===== src/hdl/multi_pin_time_debouncer_macros.svh =====
// Assertion macros used by the debouncer top level.
`ifndef MULTI_PIN_TIME_DEBOUNCER_MACROS_SVH
`define MULTI_PIN_TIME_DEBOUNCER_MACROS_SVH

// Same-cycle implication, checked outside reset.
`define MPTD_ASSERT_NOW(label, clk, rst, ante, cons) \
  label: assert property (@(posedge clk) disable iff (rst) (ante) |-> (cons)) \
    else $error("mptd: same-cycle check failed");

// Next-cycle implication, checked outside reset.
`define MPTD_ASSERT_NEXT(label, clk, rst, ante, cons) \
  label: assert property (@(posedge clk) disable iff (rst) (ante) |=> (cons)) \
    else $error("mptd: next-cycle check failed");

`endif


===== src/hdl/mptd_pkg.sv =====
// Package: widths, register codes and shared types of the pin debouncer.
`timescale 1ns / 1ps
`default_nettype none
package mptd_pkg;

  localparam int PIN_W     = 8;
  localparam int TIME_W    = 32;
  localparam int DELAY_W   = 16;
  localparam int APB_DW    = 32;
  localparam int PADDR_W   = 4;
  localparam int REG_IDX_W = 2;

  localparam logic [REG_IDX_W-1:0] REG_DELAY  = 2'd0;
  localparam logic [REG_IDX_W-1:0] REG_REST   = 2'd1;
  localparam logic [REG_IDX_W-1:0] REG_ENABLE = 2'd2;

  localparam logic [DELAY_W-1:0] DELAY_RESET  = 16'd40;
  localparam logic [PIN_W-1:0]   REST_RESET   = 8'h00;
  localparam logic [PIN_W-1:0]   ENABLE_RESET = 8'hFF;

  typedef struct packed {
    logic                restart;
    logic [TIME_W-1:0]   now_ms;
    logic [PIN_W-1:0]    pin_levels;
  } in_item_t;

  typedef struct packed {
    logic [PIN_W-1:0] activated_mask;
    logic [PIN_W-1:0] deactivated_mask;
    logic [PIN_W-1:0] debounced_levels;
  } out_item_t;

  typedef struct packed {
    logic [DELAY_W-1:0] debounce_delay;
    logic [PIN_W-1:0]   rest_levels;
    logic [PIN_W-1:0]   pin_enable;
  } cfg_t;

  // Common control for every lane in one step.
  typedef struct packed {
    logic               valid;
    logic               restart;
    logic [TIME_W-1:0]  now_ms;
    logic [DELAY_W-1:0] debounce_delay;
  } step_t;

  typedef struct packed {
    logic activated;
    logic deactivated;
    logic level;
  } lane_res_t;

endpackage
`default_nettype wire


===== src/hdl/mptd_if.sv =====
// Interfaces: sample channel and event channel with valid/ready handshake.
`timescale 1ns / 1ps
`default_nettype none
interface mptd_in_if;
  logic                             valid;
  logic                             ready;
  logic                             restart;
  logic [mptd_pkg::TIME_W-1:0]      now_ms;
  logic [mptd_pkg::PIN_W-1:0]       pin_levels;

  modport source (output valid, restart, now_ms, pin_levels, input ready);
  modport sink   (input valid, restart, now_ms, pin_levels, output ready);
endinterface

interface mptd_out_if;
  logic                             valid;
  logic                             ready;
  logic [mptd_pkg::PIN_W-1:0]       activated_mask;
  logic [mptd_pkg::PIN_W-1:0]       deactivated_mask;
  logic [mptd_pkg::PIN_W-1:0]       debounced_levels;

  modport source (output valid, activated_mask, deactivated_mask, debounced_levels,
                  input ready);
  modport sink   (input valid, activated_mask, deactivated_mask, debounced_levels,
                  output ready);
endinterface
`default_nettype wire


===== src/hdl/mptd_cfg.sv =====
// APB register block: debounce delay, rest levels and pin enable.
`timescale 1ns / 1ps
`default_nettype none
module mptd_cfg (
  input  logic                               clk,
  input  logic                               rst,
  input  logic                               psel,
  input  logic                               penable,
  input  logic                               pwrite,
  input  logic [mptd_pkg::PADDR_W-1:0]       paddr,
  input  logic [mptd_pkg::APB_DW-1:0]        pwdata,
  output logic [mptd_pkg::APB_DW-1:0]        prdata,
  output logic                               pready,
  output mptd_pkg::cfg_t                     cfg
);

  logic                               wr_en;
  logic [mptd_pkg::REG_IDX_W-1:0]     reg_idx;

  assign pready  = 1'b1;
  assign reg_idx = paddr[mptd_pkg::PADDR_W-1:2];
  assign wr_en   = psel && penable && pwrite && pready;

  always_ff @(posedge clk) begin
    if (rst) begin
      cfg.debounce_delay <= mptd_pkg::DELAY_RESET;
      cfg.rest_levels    <= mptd_pkg::REST_RESET;
      cfg.pin_enable     <= mptd_pkg::ENABLE_RESET;
    end else if (wr_en) begin
      unique case (reg_idx)
        mptd_pkg::REG_DELAY:  cfg.debounce_delay <= pwdata[mptd_pkg::DELAY_W-1:0];
        mptd_pkg::REG_REST:   cfg.rest_levels    <= pwdata[mptd_pkg::PIN_W-1:0];
        mptd_pkg::REG_ENABLE: cfg.pin_enable     <= pwdata[mptd_pkg::PIN_W-1:0];
        default: ;
      endcase
    end
  end

  always_comb begin
    unique case (reg_idx)
      mptd_pkg::REG_DELAY:  prdata = mptd_pkg::APB_DW'(cfg.debounce_delay);
      mptd_pkg::REG_REST:   prdata = mptd_pkg::APB_DW'(cfg.rest_levels);
      mptd_pkg::REG_ENABLE: prdata = mptd_pkg::APB_DW'(cfg.pin_enable);
      default:              prdata = '0;
    endcase
  end

endmodule
`default_nettype wire


===== src/hdl/mptd_lane.sv =====
// One debounce lane: change timer, stable level and reported level.
`timescale 1ns / 1ps
`default_nettype none
module mptd_lane (
  input  logic                 clk,
  input  logic                 rst,
  input  mptd_pkg::step_t      step,
  input  logic                 sample,
  input  logic                 rest,
  input  logic                 enable,
  output mptd_pkg::lane_res_t  res
);

  logic                          prev;
  logic                          stable;
  logic                          reported;
  logic [mptd_pkg::TIME_W-1:0]   last_change;
  logic                          prev_next;
  logic                          stable_next;
  logic                          reported_next;
  logic [mptd_pkg::TIME_W-1:0]   last_change_next;
  logic                          changed;
  logic                          expired;
  logic                          report;
  logic [mptd_pkg::TIME_W-1:0]   elapsed;

  // A fresh change restarts the timer, so it can never expire in that step.
  assign changed = sample ^ prev;
  assign elapsed = step.now_ms - last_change;
  assign expired = !changed && (elapsed > mptd_pkg::TIME_W'(step.debounce_delay));

  always_comb begin
    if (step.restart) begin
      prev_next        = rest;
      stable_next      = rest;
      reported_next    = rest;
      last_change_next = step.now_ms;
      report           = 1'b0;
    end else begin
      prev_next        = sample;
      stable_next      = expired ? sample : stable;
      last_change_next = (changed || expired) ? step.now_ms : last_change;
      report           = enable && (reported != stable_next);
      // Disabled lane keeps its old report so the change fires on re-enable.
      reported_next    = enable ? stable_next : reported;
    end
    res.activated   = report && (stable_next != rest);
    res.deactivated = report && (stable_next == rest);
    res.level       = stable_next;
  end

  always_ff @(posedge clk) begin
    if (rst) begin
      prev        <= 1'b0;
      stable      <= 1'b0;
      reported    <= 1'b0;
      last_change <= '0;
    end else if (step.valid) begin
      prev        <= prev_next;
      stable      <= stable_next;
      reported    <= reported_next;
      last_change <= last_change_next;
    end
  end

endmodule
`default_nettype wire


===== src/hdl/multi_pin_time_debouncer.sv =====
// Top level: time-based debouncer for a bank of pins, APB config, one item per cycle
//   while the event sink keeps up. A sample transaction is held in the input register,
//   then goes through the lane logic into the result register as its event transaction.
// Throughput: one transaction per cycle when the sink does not stall; the only loop is
//   each lane's 32-bit timer subtract and compare.
// Reset (rst, synchronous): lane states and timers clear to zero, pipeline empties,
//   delay returns to 40 ms, rest levels to 0 and all pins enabled.
`timescale 1ns / 1ps
`default_nettype none
`include "multi_pin_time_debouncer_macros.svh"
module multi_pin_time_debouncer #(
  parameter int NUM_PINS = 8
) (
  input  logic                               clk,
  input  logic                               rst,
  input  logic                               psel,
  input  logic                               penable,
  input  logic                               pwrite,
  input  logic [mptd_pkg::PADDR_W-1:0]       paddr,
  input  logic [mptd_pkg::APB_DW-1:0]        pwdata,
  output logic [mptd_pkg::APB_DW-1:0]        prdata,
  output logic                               pready,
  mptd_in_if.sink                            samples,
  mptd_out_if.source                         events
);

  // Pin fields are eight bits wide; lanes past that never see input or report.
  localparam int LANES = (NUM_PINS < mptd_pkg::PIN_W) ? NUM_PINS : mptd_pkg::PIN_W;

  mptd_pkg::cfg_t        cfg;
  mptd_pkg::in_item_t    in_item;
  mptd_pkg::out_item_t   out_item;
  mptd_pkg::step_t       step;
  logic                  in_valid;
  logic                  out_valid;
  logic                  advance;
  logic [mptd_pkg::PIN_W-1:0] act_vec;
  logic [mptd_pkg::PIN_W-1:0] deact_vec;
  logic [mptd_pkg::PIN_W-1:0] level_vec;

  mptd_cfg u_cfg (
    .clk     (clk),
    .rst     (rst),
    .psel    (psel),
    .penable (penable),
    .pwrite  (pwrite),
    .paddr   (paddr),
    .pwdata  (pwdata),
    .prdata  (prdata),
    .pready  (pready),
    .cfg     (cfg)
  );

  // Advance the held sample into the lanes whenever the result register is free
  // or being drained this cycle; the input register refills in the same cycle.
  assign advance       = in_valid && (!out_valid || events.ready);
  assign samples.ready = !in_valid || advance;

  always_ff @(posedge clk) begin
    if (rst) begin
      in_valid <= 1'b0;
    end else if (samples.ready) begin
      in_valid <= samples.valid;
    end
  end

  // Capture payload only on an accepted transaction.
  always_ff @(posedge clk) begin
    if (samples.valid && samples.ready) begin
      in_item.restart    <= samples.restart;
      in_item.now_ms     <= samples.now_ms;
      in_item.pin_levels <= samples.pin_levels;
    end
  end

  assign step.valid          = advance;
  assign step.restart        = in_item.restart;
  assign step.now_ms         = in_item.now_ms;
  assign step.debounce_delay = cfg.debounce_delay;

  // One lane per pin; unused lanes report zero.
  for (genvar i = 0; i < mptd_pkg::PIN_W; i++) begin : g_lane
    if (i < LANES) begin : g_used
      mptd_pkg::lane_res_t res;

      mptd_lane u_lane (
        .clk    (clk),
        .rst    (rst),
        .step   (step),
        .sample (in_item.pin_levels[i]),
        .rest   (cfg.rest_levels[i]),
        .enable (cfg.pin_enable[i]),
        .res    (res)
      );

      assign act_vec[i]   = res.activated;
      assign deact_vec[i] = res.deactivated;
      assign level_vec[i] = res.level;
    end else begin : g_unused
      assign act_vec[i]   = 1'b0;
      assign deact_vec[i] = 1'b0;
      assign level_vec[i] = 1'b0;
    end
  end

  // Result register: load on advance, drop once the sink takes it.
  always_ff @(posedge clk) begin
    if (rst) begin
      out_valid <= 1'b0;
    end else if (advance) begin
      out_valid <= 1'b1;
    end else if (events.ready) begin
      out_valid <= 1'b0;
    end
  end

  always_ff @(posedge clk) begin
    if (advance) begin
      out_item.activated_mask   <= act_vec;
      out_item.deactivated_mask <= deact_vec;
      out_item.debounced_levels <= level_vec;
    end
  end

  assign events.valid            = out_valid;
  assign events.activated_mask   = out_item.activated_mask;
  assign events.deactivated_mask = out_item.deactivated_mask;
  assign events.debounced_levels = out_item.debounced_levels;

  // A lane never raises both events at once.
  `MPTD_ASSERT_NOW(a_events_disjoint, clk, rst, out_valid,
    (out_item.activated_mask & out_item.deactivated_mask) == '0)
  // Events come only from enabled lanes.
  `MPTD_ASSERT_NOW(a_events_enabled, clk, rst, out_valid,
    ((out_item.activated_mask | out_item.deactivated_mask) & ~cfg.pin_enable) == '0)
  // Activation means the debounced level sits away from rest.
  `MPTD_ASSERT_NOW(a_act_off_rest, clk, rst, out_valid,
    (out_item.activated_mask & ~(out_item.debounced_levels ^ cfg.rest_levels)) == '0)
  // Deactivation means the debounced level is back at rest.
  `MPTD_ASSERT_NOW(a_deact_at_rest, clk, rst, out_valid,
    (out_item.deactivated_mask & (out_item.debounced_levels ^ cfg.rest_levels)) == '0)
  // Every step through the lanes lands in the result register.
  `MPTD_ASSERT_NEXT(a_step_lands, clk, rst, advance, out_valid)

endmodule
`default_nettype wire


===== src/flat_wrapper.sv =====
// flat-port wrapper written by rule: the top's interface ports become plain ports
module multi_pin_time_debouncer_flat 
#(
  parameter int NUM_PINS = 8
)
  (clk, rst, psel, penable, pwrite, paddr, pwdata, prdata, pready, samples_valid, samples_restart, samples_now_ms, samples_pin_levels, samples_ready, events_valid, events_activated_mask, events_deactivated_mask, events_debounced_levels, events_ready);
  mptd_in_if samples_i ();
  mptd_out_if events_i ();
  input  logic clk;
  input  logic rst;
  input  logic psel;
  input  logic penable;
  input  logic pwrite;
  input  logic [mptd_pkg::PADDR_W-1:0] paddr;
  input  logic [mptd_pkg::APB_DW-1:0] pwdata;
  output logic [mptd_pkg::APB_DW-1:0] prdata;
  output logic pready;
  input wire logic [$bits(samples_i.valid)-1:0] samples_valid;
  input wire logic [$bits(samples_i.restart)-1:0] samples_restart;
  input wire logic [$bits(samples_i.now_ms)-1:0] samples_now_ms;
  input wire logic [$bits(samples_i.pin_levels)-1:0] samples_pin_levels;
  output wire logic [$bits(samples_i.ready)-1:0] samples_ready;
  output wire logic [$bits(events_i.valid)-1:0] events_valid;
  output wire logic [$bits(events_i.activated_mask)-1:0] events_activated_mask;
  output wire logic [$bits(events_i.deactivated_mask)-1:0] events_deactivated_mask;
  output wire logic [$bits(events_i.debounced_levels)-1:0] events_debounced_levels;
  input wire logic [$bits(events_i.ready)-1:0] events_ready;
  assign samples_i.valid = samples_valid;
  assign samples_i.restart = samples_restart;
  assign samples_i.now_ms = samples_now_ms;
  assign samples_i.pin_levels = samples_pin_levels;
  assign samples_ready = samples_i.ready;
  assign events_valid = events_i.valid;
  assign events_activated_mask = events_i.activated_mask;
  assign events_deactivated_mask = events_i.deactivated_mask;
  assign events_debounced_levels = events_i.debounced_levels;
  assign events_i.ready = events_ready;
  multi_pin_time_debouncer #(.NUM_PINS(NUM_PINS)) u_core (.clk(clk), .rst(rst), .psel(psel), .penable(penable), .pwrite(pwrite), .paddr(paddr), .pwdata(pwdata), .prdata(prdata), .pready(pready), .samples(samples_i), .events(events_i));
endmodule

===== config.mk =====
export PLATFORM = sky130hd
export DESIGN_NAME = multi_pin_time_debouncer_flat
export DESIGN_NICKNAME = d
export VERILOG_FILES = /design/src/hdl/mptd_pkg.sv /design/src/hdl/mptd_if.sv /design/src/hdl/mptd_cfg.sv /design/src/hdl/mptd_lane.sv /design/src/hdl/multi_pin_time_debouncer.sv /design/src/flat_wrapper.sv
export VERILOG_INCLUDE_DIRS = /design/src /design/src/hdl
export SDC_FILE = /design/constraint.sdc
export NUM_CORES = 1
export LEC_CHECK = 0
export BUFFER_PORTS_ARGS = -buffer_cell sky130_fd_sc_hd__buf_2
export CAP_MARGIN = 40
export CORE_MARGIN = 3
export CORE_UTILIZATION = 42
export CTS_CLUSTER_SIZE = 24
export DETAILED_ROUTE_END_ITERATION = 16
export GPL_TIMING_DRIVEN = 0
export PLACE_DENSITY = 0.55
export SYNTH_ARGS = -nofsm -noshare
export SYNTH_HDL_FRONTEND = slang
export SYNTH_SLANG_ARGS = --single-unit
export TNS_END_PERCENT = 100

===== constraint.sdc =====
create_clock -name clk -period 10.1 [get_ports clk]
set_input_delay 1.01 -clock clk [delete_from_list [all_inputs] [get_ports clk]]
set_output_delay 1.01 -clock clk [all_outputs]
set_load 0.03 [all_outputs]

# Word-level counts from Yosys, hierarchy flattened
# Cells that the tools add are included.
dict set report classes {
  addsub 8
  order_cmp 8
  eq_ne 26
  muxes 67
  n_bitwise 8
  reduce_logical 93
}
# op count
set op_table {}
lappend op_table {{two-way mux 32 bit} 16}
lappend op_table {{> comparator 32 x 16 -> 1 bit} 8}
lappend op_table {{subtractor 32 bit} 8}
lappend op_table {{two-way mux 1 bit} 50}
lappend op_table {{one-hot mux 16 bit (3 select lines)} 1}
lappend op_table {{AND reduction 2 bit} 19}
lappend op_table {{logical AND 1 bit} 36}
lappend op_table {{nonzero test 2 bit} 17}
lappend op_table {{inequality test 1 bit} 16}
lappend op_table {{logical NOT 1 bit} 10}
lappend op_table {{logical OR 1 bit} 10}
lappend op_table {{equality test 1 bit} 8}
lappend op_table {{bitwise XOR 1 bit} 8}
lappend op_table {{equality test 2 x 1 -> 1 bit, second input constant} 1}
lappend op_table {{equality test 2 bit, second input constant} 1}
lappend op_table {{logical NOT 2 bit} 1}
dict set report word_totals {
  register_bits 379
  in_bits 84
  output_inout_bits 59
  elab_cells 253
}

# Longest topological paths before layout
# Gate-level depths: netlist of the first run.
dict set report logic_depth {
  ltp_word 8
  ltp_mapped 27
  depth_no_buf 24
}

# Hierarchy
# Synthesis of the first run repeated with hierarchy kept, for this count alone.
dict set report unflattened {
  cells_unflattened 4512
  area_unflattened_um2 36618.9
}
# mod n_inst cells_per_inst area_per_inst_um2 seq_area_each_um2
set modules_own_cells {}
lappend modules_own_cells {{mptd_lane at u_core.g_lane[0].g_used.u_lane ...} 5 520 4093.9 700.7}
lappend modules_own_cells {{mptd_lane at u_core.g_lane[2].g_used.u_lane} 1 572 4185.3 700.7}
lappend modules_own_cells {{mptd_lane at u_core.g_lane[1].g_used.u_lane} 1 560 4141.5 700.7}
lappend modules_own_cells {{mptd_lane at u_core.g_lane[7].g_used.u_lane} 1 515 4005.1 700.7}
lappend modules_own_cells {multi_pin_time_debouncer 1 75 2055.7 1991.9}
lappend modules_own_cells {mptd_cfg 1 190 1761.7 640.6}

# Worst setup path after synthesis of the first run
# No wires, ideal clock.
dict set report synth_timing {
  kind {reg2reg}
  from {reg u_core.in_item[9] in the netlist's numbering}
  to {reg, netlist name u_core.events.deactivated_mask[3]}
  setup_time_ps 260
  t_arrival_ps 5547
  slack_ps 4293
  stages_incl_launch_ff 22
  n_path_buf 2
  cell_sequence {edfxtp_1 -> clkbuf_1 -> inv_1 -> fa_1 -> nor2b_1 -> o2111ai_1 -> nand2_1 -> a31oi_1 -> xnor2_1 -> ha_1 -> nand4_1 -> or3_1 -> nor2b_1 -> a2111o_1 -> or4_1 -> or4_4 -> a2111oi_4 -> o2111ai_2 -> mux2i_1 -> and2_1 -> clkbuf_1 -> mux2_2}
}
# item line
set synth_rtl {}
lappend synth_rtl {{from (decl)} multi_pin_time_debouncer.sv:31} ;# mptd_pkg::in_item_t in_item;

# Worst setup path in the final report of the first run
dict set report layout_timing {
  from {reg u_core.in_item[9] in the netlist's numbering}
  to {reg u_core.g_lane[0].g_used.u_lane.last_change[2] in the netlist's numbering}
}
dict set report layout_via {
  elab_chain_len 6
}
# item line
set layout_rtl {}
lappend layout_rtl {{subtractor 32 bit} mptd_lane.sv:29} ;# assign elapsed = step.now_ms - last_change;
lappend layout_rtl {{> comparator 32 x 16 -> 1 bit} mptd_lane.sv:30} ;# assign expired = !changed && (elapsed > mptd_pkg::TIME_W'(step.debounce_delay));
lappend layout_rtl {{logical AND 1 bit} mptd_lane.sv:30}
lappend layout_rtl {{logical OR 1 bit} mptd_lane.sv:42} ;# last_change_next = (changed || expired) ? step.now_ms : last_change;
lappend layout_rtl {{nonzero test 2 bit (no source line)} n/a}
lappend layout_rtl {{AND reduction 2 bit (no source line)} n/a}
lappend layout_rtl {{to (signal assigned)} mptd_lane.sv:62} ;# last_change <= last_change_next;
lappend layout_rtl {{to (decl)} mptd_lane.sv:17} ;# logic [mptd_pkg::TIME_W-1:0] last_change;
# Every way passes these cells.
# A chain may end at the register's enable or synchronous reset.

==> results of run 1 <==
==> how the worst max path moves through the flow <==
| stage | slack [ns] | cells after the start | startpoint | to |
|---|---|---|---|---|
| finish | 2.25 | 21 | u_core.in_item[9] | u_core.g_lane[0].g_used.u_lane.last_change[2] |
| global route | 1.90 | 26 | u_core.in_item[9] | u_core.g_lane[1].g_used.u_lane.last_change[19] |
| CTS | 2.30 | 21 | u_core.in_item[9] | u_core.g_lane[0].g_used.u_lane.last_change[28] |
| detailed placement | 2.33 | 21 | u_core.in_item[9] | u_core.g_lane[0].g_used.u_lane.last_change[4] |
| global placement | 0.55 | 24 | u_core.in_item[9] | u_core.g_lane[1].g_used.u_lane.last_change[5] |
| floorplan | 4.29 | 21 | u_core.in_item[9] | u_core.events.deactivated_mask[3] |
==> cells by family (layout without fill, tap and decap cells) <==
family | count (synthesis) | after routing | share of synthesized area (%)
DFF | 379 | 379 | 24.9
muxes | 325 | 325 | 9.88
adders and majority gates | 384 | 384 | 14.7
AOI/OAI and AO/OA | 1087 | 1087 | 21.4
buffers and inverters | 552 | 762 | 6.87
xor gates and xnor gates | 156 | 156 | 4.12
and+or+nand+nor | 1269 | 1269 | 18.2
other | 2 | 17 | 0.0227
==> placed cells by master (no fill, tap or decap), types with 58 or more instances in the layout <==
cell type  instances
a21oi_1          327
nand2_1          289
nand4_1           88
nor2_1           459
buf_2            161
edfxtp_1          65
mux2i_1          316
inv_1            333
xnor2_1           98
ha_1             376
nand3_1           74
o21ai_0          208
nor3_1            70
xor2_1            58
dfxtp_1          314
clkbuf_1         142
a21o_1           105
==> registers in the layout, summed over array words and instances, names as in the netlist <==
register / flops
u_core.in_valid: 1
u_core.events.activated_mask: 8
u_core.u_cfg.cfg: 32
u_core.in_item: 41
u_core.g_lane.g_used.u_lane.reported: 8
u_core.events.deactivated_mask: 8
u_core.g_lane.g_used.u_lane.last_change: 256
u_core.g_lane.g_used.u_lane.stable: 8
u_core.events.debounced_levels: 8
u_core.events.valid: 1
u_core.g_lane.g_used.u_lane.prev: 8
==> metal layers <==
metal | wire length, µm | vias to the layer above
li1 | - | 15325
met1 | 50300 | 14365
met2 | 54400 | 768
met3 | 4870 | 203
met4 | 5770 | 0
met5 | 0 | -
==> power groups by stage <==
stage / Combinational, W / Clock (W) / Sequential, W
finish: 0.00171 / 0.00170 / 0.00170
global route: 0.00191 / 0.00180 / 0.00170
CTS: 0.00170 / 0.00174 / 0.00169
detailed placement: 0.00169 / 0 / 0.00173
global placement: 0.00168 / 0 / 0.00173
floorplan: 0.00125 / 0 / 0.00170
==> metrics by stage <==
stage	hold WS (ns)	util, %	instances
2_1_floorplan	0.436	-	4169
3_3_place_gp	0.442	45.0	5315
5_1_grt	0.469	47.3	5419
4_1_cts	0.454	47.3	5419
6_report	0.453	47.3	5419
3_5_place_dp	0.446	45.3	5333
==> critical path, cell delays in order (launching register included) <==
cell and delay (ns):
edfxtp_1 0.72, clkbuf_1 0.55, inv_1 0.53, fa_1 0.55, nand2b_1 0.19, a21o_1 0.22, a211oi_1 0.53, nor2_1 0.13
xnor2_1 0.17, ha_1 0.31, nand4_1 0.17, or4_1 0.60, a211oi_1 0.28, o21ai_0 0.22, nor4b_1 0.33, nand4_1 0.15
a2111oi_2 0.84, a31oi_2 0.30, buf_8 0.23, clkbuf_1 0.35, mux2i_1 0.26, nor2_1 0.05
==> layout make-up <==
| cell class | instances | area, µm² | area share, % |
|---|---|---|---|
| Tap cell | 1040 | 1300 | 3.54 |
| Buffer | 218 | 1020 | 2.78 |
| Sequential cell | 379 | 8240 | 22.4 |
| Clock inverter | 21 | 196 | 0.534 |
| Inverter | 334 | 1250 | 3.41 |
| Timing Repair Buffer | 124 | 727 | 1.98 |
| Multi-Input combinational cell | 3238 | 22700 | 61.7 |
| Clock buffer | 65 | 1350 | 3.66 |
==> run summary, run 1 <==
RSZ-0062 raised after global routing: false
clock network fraction of total power: 33.3%
Worst-Margin Slew: 0.976 ns
Worst Hold End: u_core.u_cfg.cfg[31]
Slew Viols, Final: 0
# nets final: 4,809
die height: 287 µm
most frequent cell after synthesis: nor2_1
vias post-DR: 30,661
mapped cell area: 0.0331 mm²
Starting Density: 42.6%
postcts setup bufs: 0
total grt overflow: 0
met1 Use GR: 34.2%
total power draw: 0.00511 W
Num CTS Buffers: 46
clk sinks: 379
number of library cell types mapped by synthesis: 95
drt drc: 0
clk_skew: 0.0296 ns
Die Width: 287 µm
Critical Path RT: 10.56 ns
Seq/Total Area, Yosys: 24.9%
max-cap viol count: 0
post-CTS resize count: 0
Slew Limit Headroom: 34.8%
flops & latches, synth: 379
H-tree levels: 2
TritonCTS clock tree: built
# IOs: 143
Final Hold Violating Endpoints: 0
Yosys warnings: 0
IO buf count: 106
Cells after Synth: 4,154
async set or reset register ratio after synthesis: 0%
FF-to-FF setup slack: 2.25 ns
CTS Root Buffer Type: clkbuf_16
initial antenna violation count: 0
biggest area consumer among synthesized cells: dfxtp_1
dpl cell area: 0.0353 mm²
maximum vdd drop: 0.114 mV
buffer depth of the longest clock path: 3
Initial DRC Count: 1,900
dpl ws: 2.33 ns
WL final: 115,000 µm
critical path launch point type: flip-flop
crit path DAT: 8.31 ns
GPL Wtd Cong: 0.898
setup TNS: 0 ns
Int Pwr: 0.00327 W
Final setup viols: 0
Post-Syn Area per Cell: 7.98 µm²
Most Used Layer, Global Route: met2
Sw Ratio: 36.1%
Post-synth top cells: nor2_1, ha_1, inv_1
Row Count: 102
Pre-Repair DR Iteration Count: 6
status: finished clean
Setup CP Type: flip-flop to flip-flop
R2R cell count: 21
post-route cell area: 0.0368 mm²
period utilisation layout: 77.7%
hold_buf cts: 0
Worst-Skew Late Latency: 0.61 ns
routing usage on met3: 2.48%
GRT Total Usage: 27.3%
FMAX: 127 MHz
die area: 0.0823 mm²
min Tclk post-route: 7.85 ns
crit end category: flip-flop
hold wc startpoint: u_core.u_cfg.cfg[31]
Worst R2R End: u_core.g_lane[0].g_used.u_lane.last_change[2]
Top FF cell, synth: dfxtp_1
met2 Usage GRT: 47.5%
Detailed Place HPWL: 91,900 µm
sw power: 0.00184 W
Fillers: 7,964
vias in the first global route: 29,758
share of the synthesized area in the top cell type: 19.0%
number of diodes: 0
Hold Path Class: flip-flop to flip-flop
WL per Instance: 21.3 µm
dominant cells by area after synthesis: dfxtp_1, ha_1, mux2i_1
core area: 0.0778 mm²
clock-pin slew on the worst setup and hold paths: 0.06 ns
P_leak: 15.3 nW
logic gate share of total power: 33.5%
hold depth: 2
DR vias/cell: 5.66
ratio of cells with drive above 1 in the final layout: 7.51%
antenna-violating nets left: 0
Area Overhead vs Synth: 11.0%
number of flops mapped to enable cells by yosys: 65
Final WS setup: 2.25 ns
largest net degree at the start of global routing: 42
Seq pwr share: 33.2%
reg2reg start: u_core.in_item[9]
worst-path fanout max: 10
Pwr Density: 139 mW/mm²
global-route wire length before repair: 173,000 µm
(Power assumes the default switching activity.)
==> run 2: changes to the inputs <==
- PLACE_DENSITY: 0.55 -> 0.57
- clock period: 10.1 -> 6.69 ns (I/O delays scaled with it)
==> run summary, run 2 (synthesis gave the netlist of run 1 again) <==
Die Width: 287 µm (unchanged)
Initial DRC Count: 2,009 (was 1,900)
clk_skew: 0.0296 ns (about the same)
vias in the first global route: 29,828 (was 29,758)
global-route wire length before repair: 173,000 µm (about the same)
Worst-Margin Slew: 0.964 ns (was 0.976 ns)
Slew Limit Headroom: 35.8% (was 34.8%)
Starting Density: 42.6% (unchanged)
number of diodes: 0 (unchanged)
vias post-DR: 31,117 (was 30,661)
Worst-Skew Late Latency: 0.60 ns (was 0.61 ns)
top flop regs: u_core.g_lane.g_used.u_lane.last_change (256), u_core.in_item (41), u_core.u_cfg.cfg (32) (unchanged)
Final WS setup: 0.173 ns (was 2.25 ns)
crit path DAT: 6.97 ns (was 8.31 ns)
clock-pin slew on the worst setup and hold paths: 0.06 ns (about the same)
commonest non-fill, non-tap cell in the layout: nor2_1 (unchanged)
H-tree levels: 2 (unchanged)
maximum vdd drop: 0.196 mV (was 0.114 mV)
Row Count: 102 (unchanged)
TritonCTS clock tree: built (unchanged)
Worst Hold End: u_core.in_item[9] (was u_core.u_cfg.cfg[31])
number of flip-flops under the largest register name: 256 (unchanged)
Final setup viols: 0 (unchanged)
Hold Path Class: input pin to flip-flop (was flip-flop to flip-flop)
R2R cell count: 24 (was 21)
clk sinks: 379 (unchanged)
CP Cell Sequence: buf_4 > clkbuf_8 > clkinvlp_4 > buf_4 > fa_1 > nand2b_1 > a21o_1 > a211oi_2 > nor2_1 > xnor2_1 > ha_1 > nand4_1 > or4_1 > a211oi_1 > o21ai_0 > nor4b_1 > nand4_1 > a2111oi_2 > buf_2 > a31oi_2 > buf_6 > clkbuf_2 > mux2i_1 > nor2_1 (was clkbuf_1 > inv_1 > fa_1 > nand2b_1 > a21o_1 > a211oi_1 > nor2_1 > xnor2_1 > ha_1 > nand4_1 > or4_1 > a211oi_1 > o21ai_0 > nor4b_1 > nand4_1 > a2111oi_2 > a31oi_2 > buf_8 > clkbuf_1 > mux2i_1 > nor2_1)
FMAX: 153 MHz (was 127 MHz)
GRT Total Usage: 27.1% (was 27.3%)
worst-path fanout max: 14 (was 10)
Worst path max stage delay: 0.62 ns (was 0.84 ns)
Num CTS Buffers: 48 (was 46)
Final Hold Violating Endpoints: 0 (unchanged)
Util after Layout: 47.9% (was 47.3%)
status: finished clean (unchanged)
Detailed Place HPWL: 90,600 µm (was 91,900 µm)
WL final: 115,000 µm (about the same)
P_leak: 15.6 nW (was 15.3 nW)
DR vias/cell: 5.71 (was 5.66)
antenna-violating nets left: 0 (unchanged)
WL per Instance: 21.2 µm (was 21.3 µm)
critical path launch point type: flip-flop (unchanged)
IO buf count: 106 (unchanged)
reg2reg start: u_core.in_item[9] (unchanged)
hold wc startpoint: samples_now_ms[1] (was u_core.u_cfg.cfg[31])
Pre-Repair DR Iteration Count: 6 (unchanged)
drt drc: 0 (unchanged)
GPL Wtd Cong: 0.924 (was 0.898)
hold depth: 1 (was 2)
min Tclk post-route: 6.52 ns (was 7.85 ns)
buffer depth of the longest clock path: 3 (unchanged)
Pwr Density: 214 mW/mm² (was 139 mW/mm²)
Area Overhead vs Synth: 12.6% (was 11.0%)
core area: 0.0778 mm² (unchanged)
# IOs: 143 (unchanged)
die height: 287 µm (unchanged)
CTS Root Buffer Type: clkbuf_16 (unchanged)
Fillers: 7,857 (was 7,964)
FF-to-FF setup slack: 0.17 ns (was 2.25 ns)
Worst R2R End: u_core.g_lane[0].g_used.u_lane.last_change[3] (was u_core.g_lane[0].g_used.u_lane.last_change[2])
Critical Path RT: 7.14 ns (was 10.56 ns)
most frequent cells in the layout: nor2_1, ha_1, inv_1 (unchanged)
crit end category: flip-flop (unchanged)
period utilisation layout: 97.4% (was 77.7%)
total power draw: 0.00798 W (was 0.00511 W)
dpl ws: -1.09 ns (was 2.33 ns)
Setup CP Type: flip-flop to flip-flop (unchanged)
# nets final: 4,838 (was 4,809)
Most flops, register: u_core.g_lane.g_used.u_lane.last_change (unchanged)
total grt overflow: 0 (unchanged)
max-cap viol count: 0 (unchanged)
die area: 0.0823 mm² (unchanged)
slowest stage cell, crit path: or4_1 (was a2111oi_2)
largest net degree at the start of global routing: 42 (unchanged)
RSZ-0062 raised after global routing: false (unchanged)
Slew Viols, Final: 0 (unchanged)
initial antenna violation count: 1 (was 0)
ratio of cells with drive above 1 in the final layout: 8.71% (was 7.51%)
-- run 2: cell count changes in the layout (fill, tap and decap cells not counted), moves of 3 or more --
cell,change
clkbuf_8,-3
clkbuf_1,-8
buf_4,+27
bufinv_16,+7
o21ai_0,-4
a31oi_2,+3
a31oi_1,-3
-- run 2: worst max-delay path by stage --
stage,start,slack [ns],endpoint,cells after the start
2_1_floorplan,u_core.in_item[9],0.88,u_core.events.deactivated_mask[3],21
3_3_place_gp,u_core.in_item[9],-3.16,u_core.g_lane[1].g_used.u_lane.last_change[5],24
3_5_place_dp,u_core.in_item[9],-1.09,u_core.g_lane[1].g_used.u_lane.last_change[17],26
4_1_cts,u_core.in_item[12],0.003,u_core.g_lane[1].g_used.u_lane.last_change[15],25
5_1_grt,u_core.in_item[8],0.009,u_core.g_lane[1].g_used.u_lane.last_change[17],26
6_report,u_core.in_item[9],0.17,u_core.g_lane[0].g_used.u_lane.last_change[3],24
-- run 2: per-stage QoR --
| stage | area, µm² | std cells | TNS (ns) | hold WS [ns] |
|---|---|---|---|---|
| finish | 37300 | 5447 | 0 | 0.249 |
| global route | 37300 | 5447 | 0 | 0.225 |
| CTS | 37200 | 5438 | 0 | 0.214 |
| detailed placement | 35300 | 5336 | -177.53 | 0.446 |
| global placement | 35000 | 5315 | -321.53 | 0.442 |
| floorplan | 33200 | 4169 | 0 | 0.436 |
-- run 2: where the power goes --
group,switching [W],internal (W)
sequential,0.000110,0.00244
clock,0.00107,0.00173
combinational,0.00161,0.00103
total,0.00279,0.00519
-- run 2: metal layers --
layer	global-route usage (%)	wire, µm
met3	2.39	5350
met5	0	0
met4	12.2	5770
met2	46.5	53600
met1	34.5	50700
-- run 2: area by class of cell --
class / instances / area (µm²) / share of cell area, %
well taps: 1040 / 1300 / 3.49
clock buffers: 60 / 1310 / 3.50
plain buffers: 214 / 1020 / 2.73
flip-flops and latches: 379 / 8240 / 22.1
repair buffers: 155 / 980 / 2.63
inverters: 334 / 1260 / 3.38
clock inverters: 27 / 372 / 0.996
multi-input cells: 3238 / 22800 / 61.2
-- run 2: worst max-delay path, delay by kind of cell (launching register included) --
| kind | cells | cell delay (ns) |
|---|---|---|
| AO/OA/AOI/OAI | 6 | 1.63 |
| flip-flops | 1 | 0.34 |
| AND/OR/NAND/NOR | 7 | 1.70 |
| adder cells (fa/ha/maj) | 2 | 0.72 |
| XOR/XNOR | 1 | 0.16 |
| buffers and inverters | 7 | 1.53 |
| multiplexers | 1 | 0.24 |
-- run 2: timing repair --
action	in CTS	in global routing
pin swaps	1	7
buffers inserted	17	11
gates resized for setup	16	19
hold buffers	0	0
setup endpoints to repair	259	202
==> run 3: changes to the inputs <==
- BUFFER_PORTS_ARGS: -buffer_cell sky130_fd_sc_hd__buf_2 -> -buffer_cell sky130_fd_sc_hd__buf_4
==> run summary, run 3 (synthesis gave the netlist of run 1 again) <==
CP startpoint: u_core.in_item[9] (unchanged)
Inst Count DP: 5,339 (was 5,336)
Worst-Skew Late Latency: 0.61 ns (was 0.60 ns)
most frequent cells in the layout: nor2_1, ha_1, inv_1 (unchanged)
buffer depth of the longest clock path: 3 (unchanged)
CP Cell Sequence: buf_4 > ha_1 > nor2b_1 > o31a_1 > o31a_1 > a31oi_2 > o21bai_1 > xor2_1 > ha_1 > nand4_1 > nor3_1 > a21boi_0 > nor4_1 > a41o_1 > o2111ai_1 > nor4_1 > nand4_1 > o31a_1 > clkbuf_1 > buf_2 > mux2i_1 > nor2_1 (was buf_4 > clkbuf_8 > clkinvlp_4 > buf_4 > fa_1 > nand2b_1 > a21o_1 > a211oi_2 > nor2_1 > xnor2_1 > ha_1 > nand4_1 > or4_1 > a211oi_1 > o21ai_0 > nor4b_1 > nand4_1 > a2111oi_2 > buf_2 > a31oi_2 > buf_6 > clkbuf_2 > mux2i_1 > nor2_1)
vias post-DR: 30,927 (was 31,117)
# IOs: 143 (unchanged)
Worst path max stage delay: 0.52 ns (was 0.62 ns)
Fillers: 7,812 (was 7,857)
WL final: 116,000 µm (was 115,000 µm)
Final setup viols: 0 (unchanged)
core area: 0.0778 mm² (unchanged)
GPL Wtd Cong: 0.944 (was 0.924)
Area Overhead vs Synth: 13.6% (was 12.6%)
H-tree levels: 2 (unchanged)
min Tclk post-route: 6.53 ns (was 6.52 ns)
Most flops, register: u_core.g_lane.g_used.u_lane.last_change (unchanged)
Detailed Place HPWL: 91,600 µm (was 90,600 µm)
IO buf count: 106 (unchanged)
GRT Total Usage: 27.2% (was 27.1%)
Pre-Repair DR Iteration Count: 5 (was 6)
Slew Viols, Final: 0 (unchanged)
Critical Path RT: 7.14 ns (about the same)
antenna-violating nets left: 0 (unchanged)
Util after Layout: 48.4% (was 47.9%)
number of flip-flops under the largest register name: 256 (unchanged)
critical path launch point type: flip-flop (unchanged)
Num CTS Buffers: 48 (unchanged)
total power draw: 0.00795 W (was 0.00798 W)
reg2reg start: u_core.in_item[9] (unchanged)
CP most frequent cell: o31a_1
Starting Density: 42.6% (unchanged)
# nets final: 4,838 (unchanged)
initial antenna violation count: 1 (unchanged)
Final Hold Violating Endpoints: 0 (unchanged)
Die Width: 287 µm (unchanged)
period utilisation layout: 97.7% (was 97.4%)
Pwr Density: 211 mW/mm² (was 214 mW/mm²)
RSZ-0062 raised after global routing: true (was false)
clk sinks: 379 (unchanged)
FMAX: 153 MHz (about the same)
P_leak: 15.7 nW (was 15.6 nW)
commonest non-fill, non-tap cell in the layout: nor2_1 (unchanged)
vias in the first global route: 29,624 (was 29,828)
WL per Instance: 21.3 µm (was 21.2 µm)
Initial DRC Count: 1,976 (was 2,009)
crit path DAT: 6.99 ns (was 6.97 ns)
clk_skew: 0.0219 ns (was 0.0296 ns)
CP bufs+invs: 3 (was 7)
DR vias/cell: 5.68 (was 5.71)
cell family with most CP delay: compound AO/OA/AOI/OAI gates (was simple AND/OR/NAND/NOR gates)
total grt overflow: 0 (unchanged)
max-cap viol count: 0 (unchanged)
hold wc startpoint: samples_now_ms[8] (was samples_now_ms[1])
CTS Root Buffer Type: clkbuf_16 (unchanged)
top flop regs: u_core.g_lane.g_used.u_lane.last_change (256), u_core.in_item (41), u_core.u_cfg.cfg (32) (unchanged)
die height: 287 µm (unchanged)
fin cells: 5,448 (was 5,447)
clock-pin slew on the worst setup and hold paths: 0.06 ns (about the same)
Hold Path Class: input pin to flip-flop (unchanged)
drt drc: 0 (unchanged)
maximum vdd drop: 0.199 mV (was 0.196 mV)
Row Count: 102 (unchanged)
largest net degree at the start of global routing: 34 (was 42)
worst-path fanout max: 10 (was 14)
number of diodes: 0 (unchanged)
ratio of cells with drive above 1 in the final layout: 8.73% (was 8.71%)
Slew Limit Headroom: 36.6% (was 35.8%)
TritonCTS clock tree: built (unchanged)
crit end category: flip-flop (unchanged)
slowest stage cell, crit path: edfxtp_1 (was or4_1)
status: finished clean (unchanged)
Setup CP Type: flip-flop to flip-flop (unchanged)
die area: 0.0823 mm² (unchanged)
Worst-Margin Slew: 0.951 ns (was 0.964 ns)
global-route wire length before repair: 172,000 µm (was 173,000 µm)
==> run 3: worst reg2reg max path: stages (launching register included) <==
cell	delay, ns
edfxtp_1	0.52
buf_4	0.26
ha_1	0.28
nor2b_1	0.14
o31a_1	0.28
o31a_1	0.34
a31oi_2	0.46
o21bai_1	0.18
xor2_1	0.40
ha_1	0.34
nand4_1	0.17
nor3_1	0.11
a21boi_0	0.15
nor4_1	0.36
a41o_1	0.37
o2111ai_1	0.21
nor4_1	0.20
nand4_1	0.34
o31a_1	0.38
clkbuf_1	0.27
buf_2	0.37
mux2i_1	0.22
nor2_1	0.05
==> run 3: final cells by class <==
type                    count  area [µm²]  share of cell area, %
well taps                1040        1300                   3.46
inverters                 334        1260                   3.35
clock inverters            26         298                  0.791
clock buffers              62        1340                   3.55
plain buffers             215        1030                   2.73
repair buffers            154        1310                   3.48
flip-flops and latches    379        8240                   21.9
multi-input cells        3238       22900                   60.8
==> run 3: layer usage <==
| layer | global-route usage [%] | vias up | part of all wire (%) |
|---|---|---|---|
| li1 | - | 15394 | - |
| met4 | 11.9 | 0 | 4.8 |
| met5 | 0 | - | 0 |
| met3 | 2.96 | 233 | 4.6 |
| met2 | 46.9 | 776 | 47 |
| met1 | 34.1 | 14524 | 44 |
==> run 3: metrics by stage <==
stage	hold WS, ns	TNS, ns	cell area, µm²	worst slack [ns]
final	0.237	0	37600	0.156
after floorplan	0.436	0	33200	0.883
after global placement	0.443	-347.80	35300	-3.08
after global routing	0.220	-0.0124	37600	-0.0124
after detailed placement	0.447	-209.27	35600	-1.10
after CTS	0.199	0	37400	0.0236
==> run 3: final timing paths <==
path	endpoint	slack, ns	cells after the start
max	u_core.g_lane[2].g_used.u_lane.last_change[28]	0.16	22
min	u_core.in_item[16]	0.24	1
max reg2reg	u_core.g_lane[2].g_used.u_lane.last_change[28]	0.16	22
min reg2reg	u_core.u_cfg.cfg[25]	0.45	2
==> run 3: report_power, final <==
group / internal [W] / switching [W] / total, W
Clock: 0.00164 / 0.00110 / 0.00274
Sequential: 0.00244 / 0.000112 / 0.00255
Combinational: 0.00105 / 0.00161 / 0.00266
==> run 3: what timing repair did <==
item                                    4_1_cts  5_1_grt
pin swaps                                     2        6
buffers inserted                             15        9
gates resized for setup                      13       32
hold buffers                                  0        0
endpoints found under the setup margin      263      217
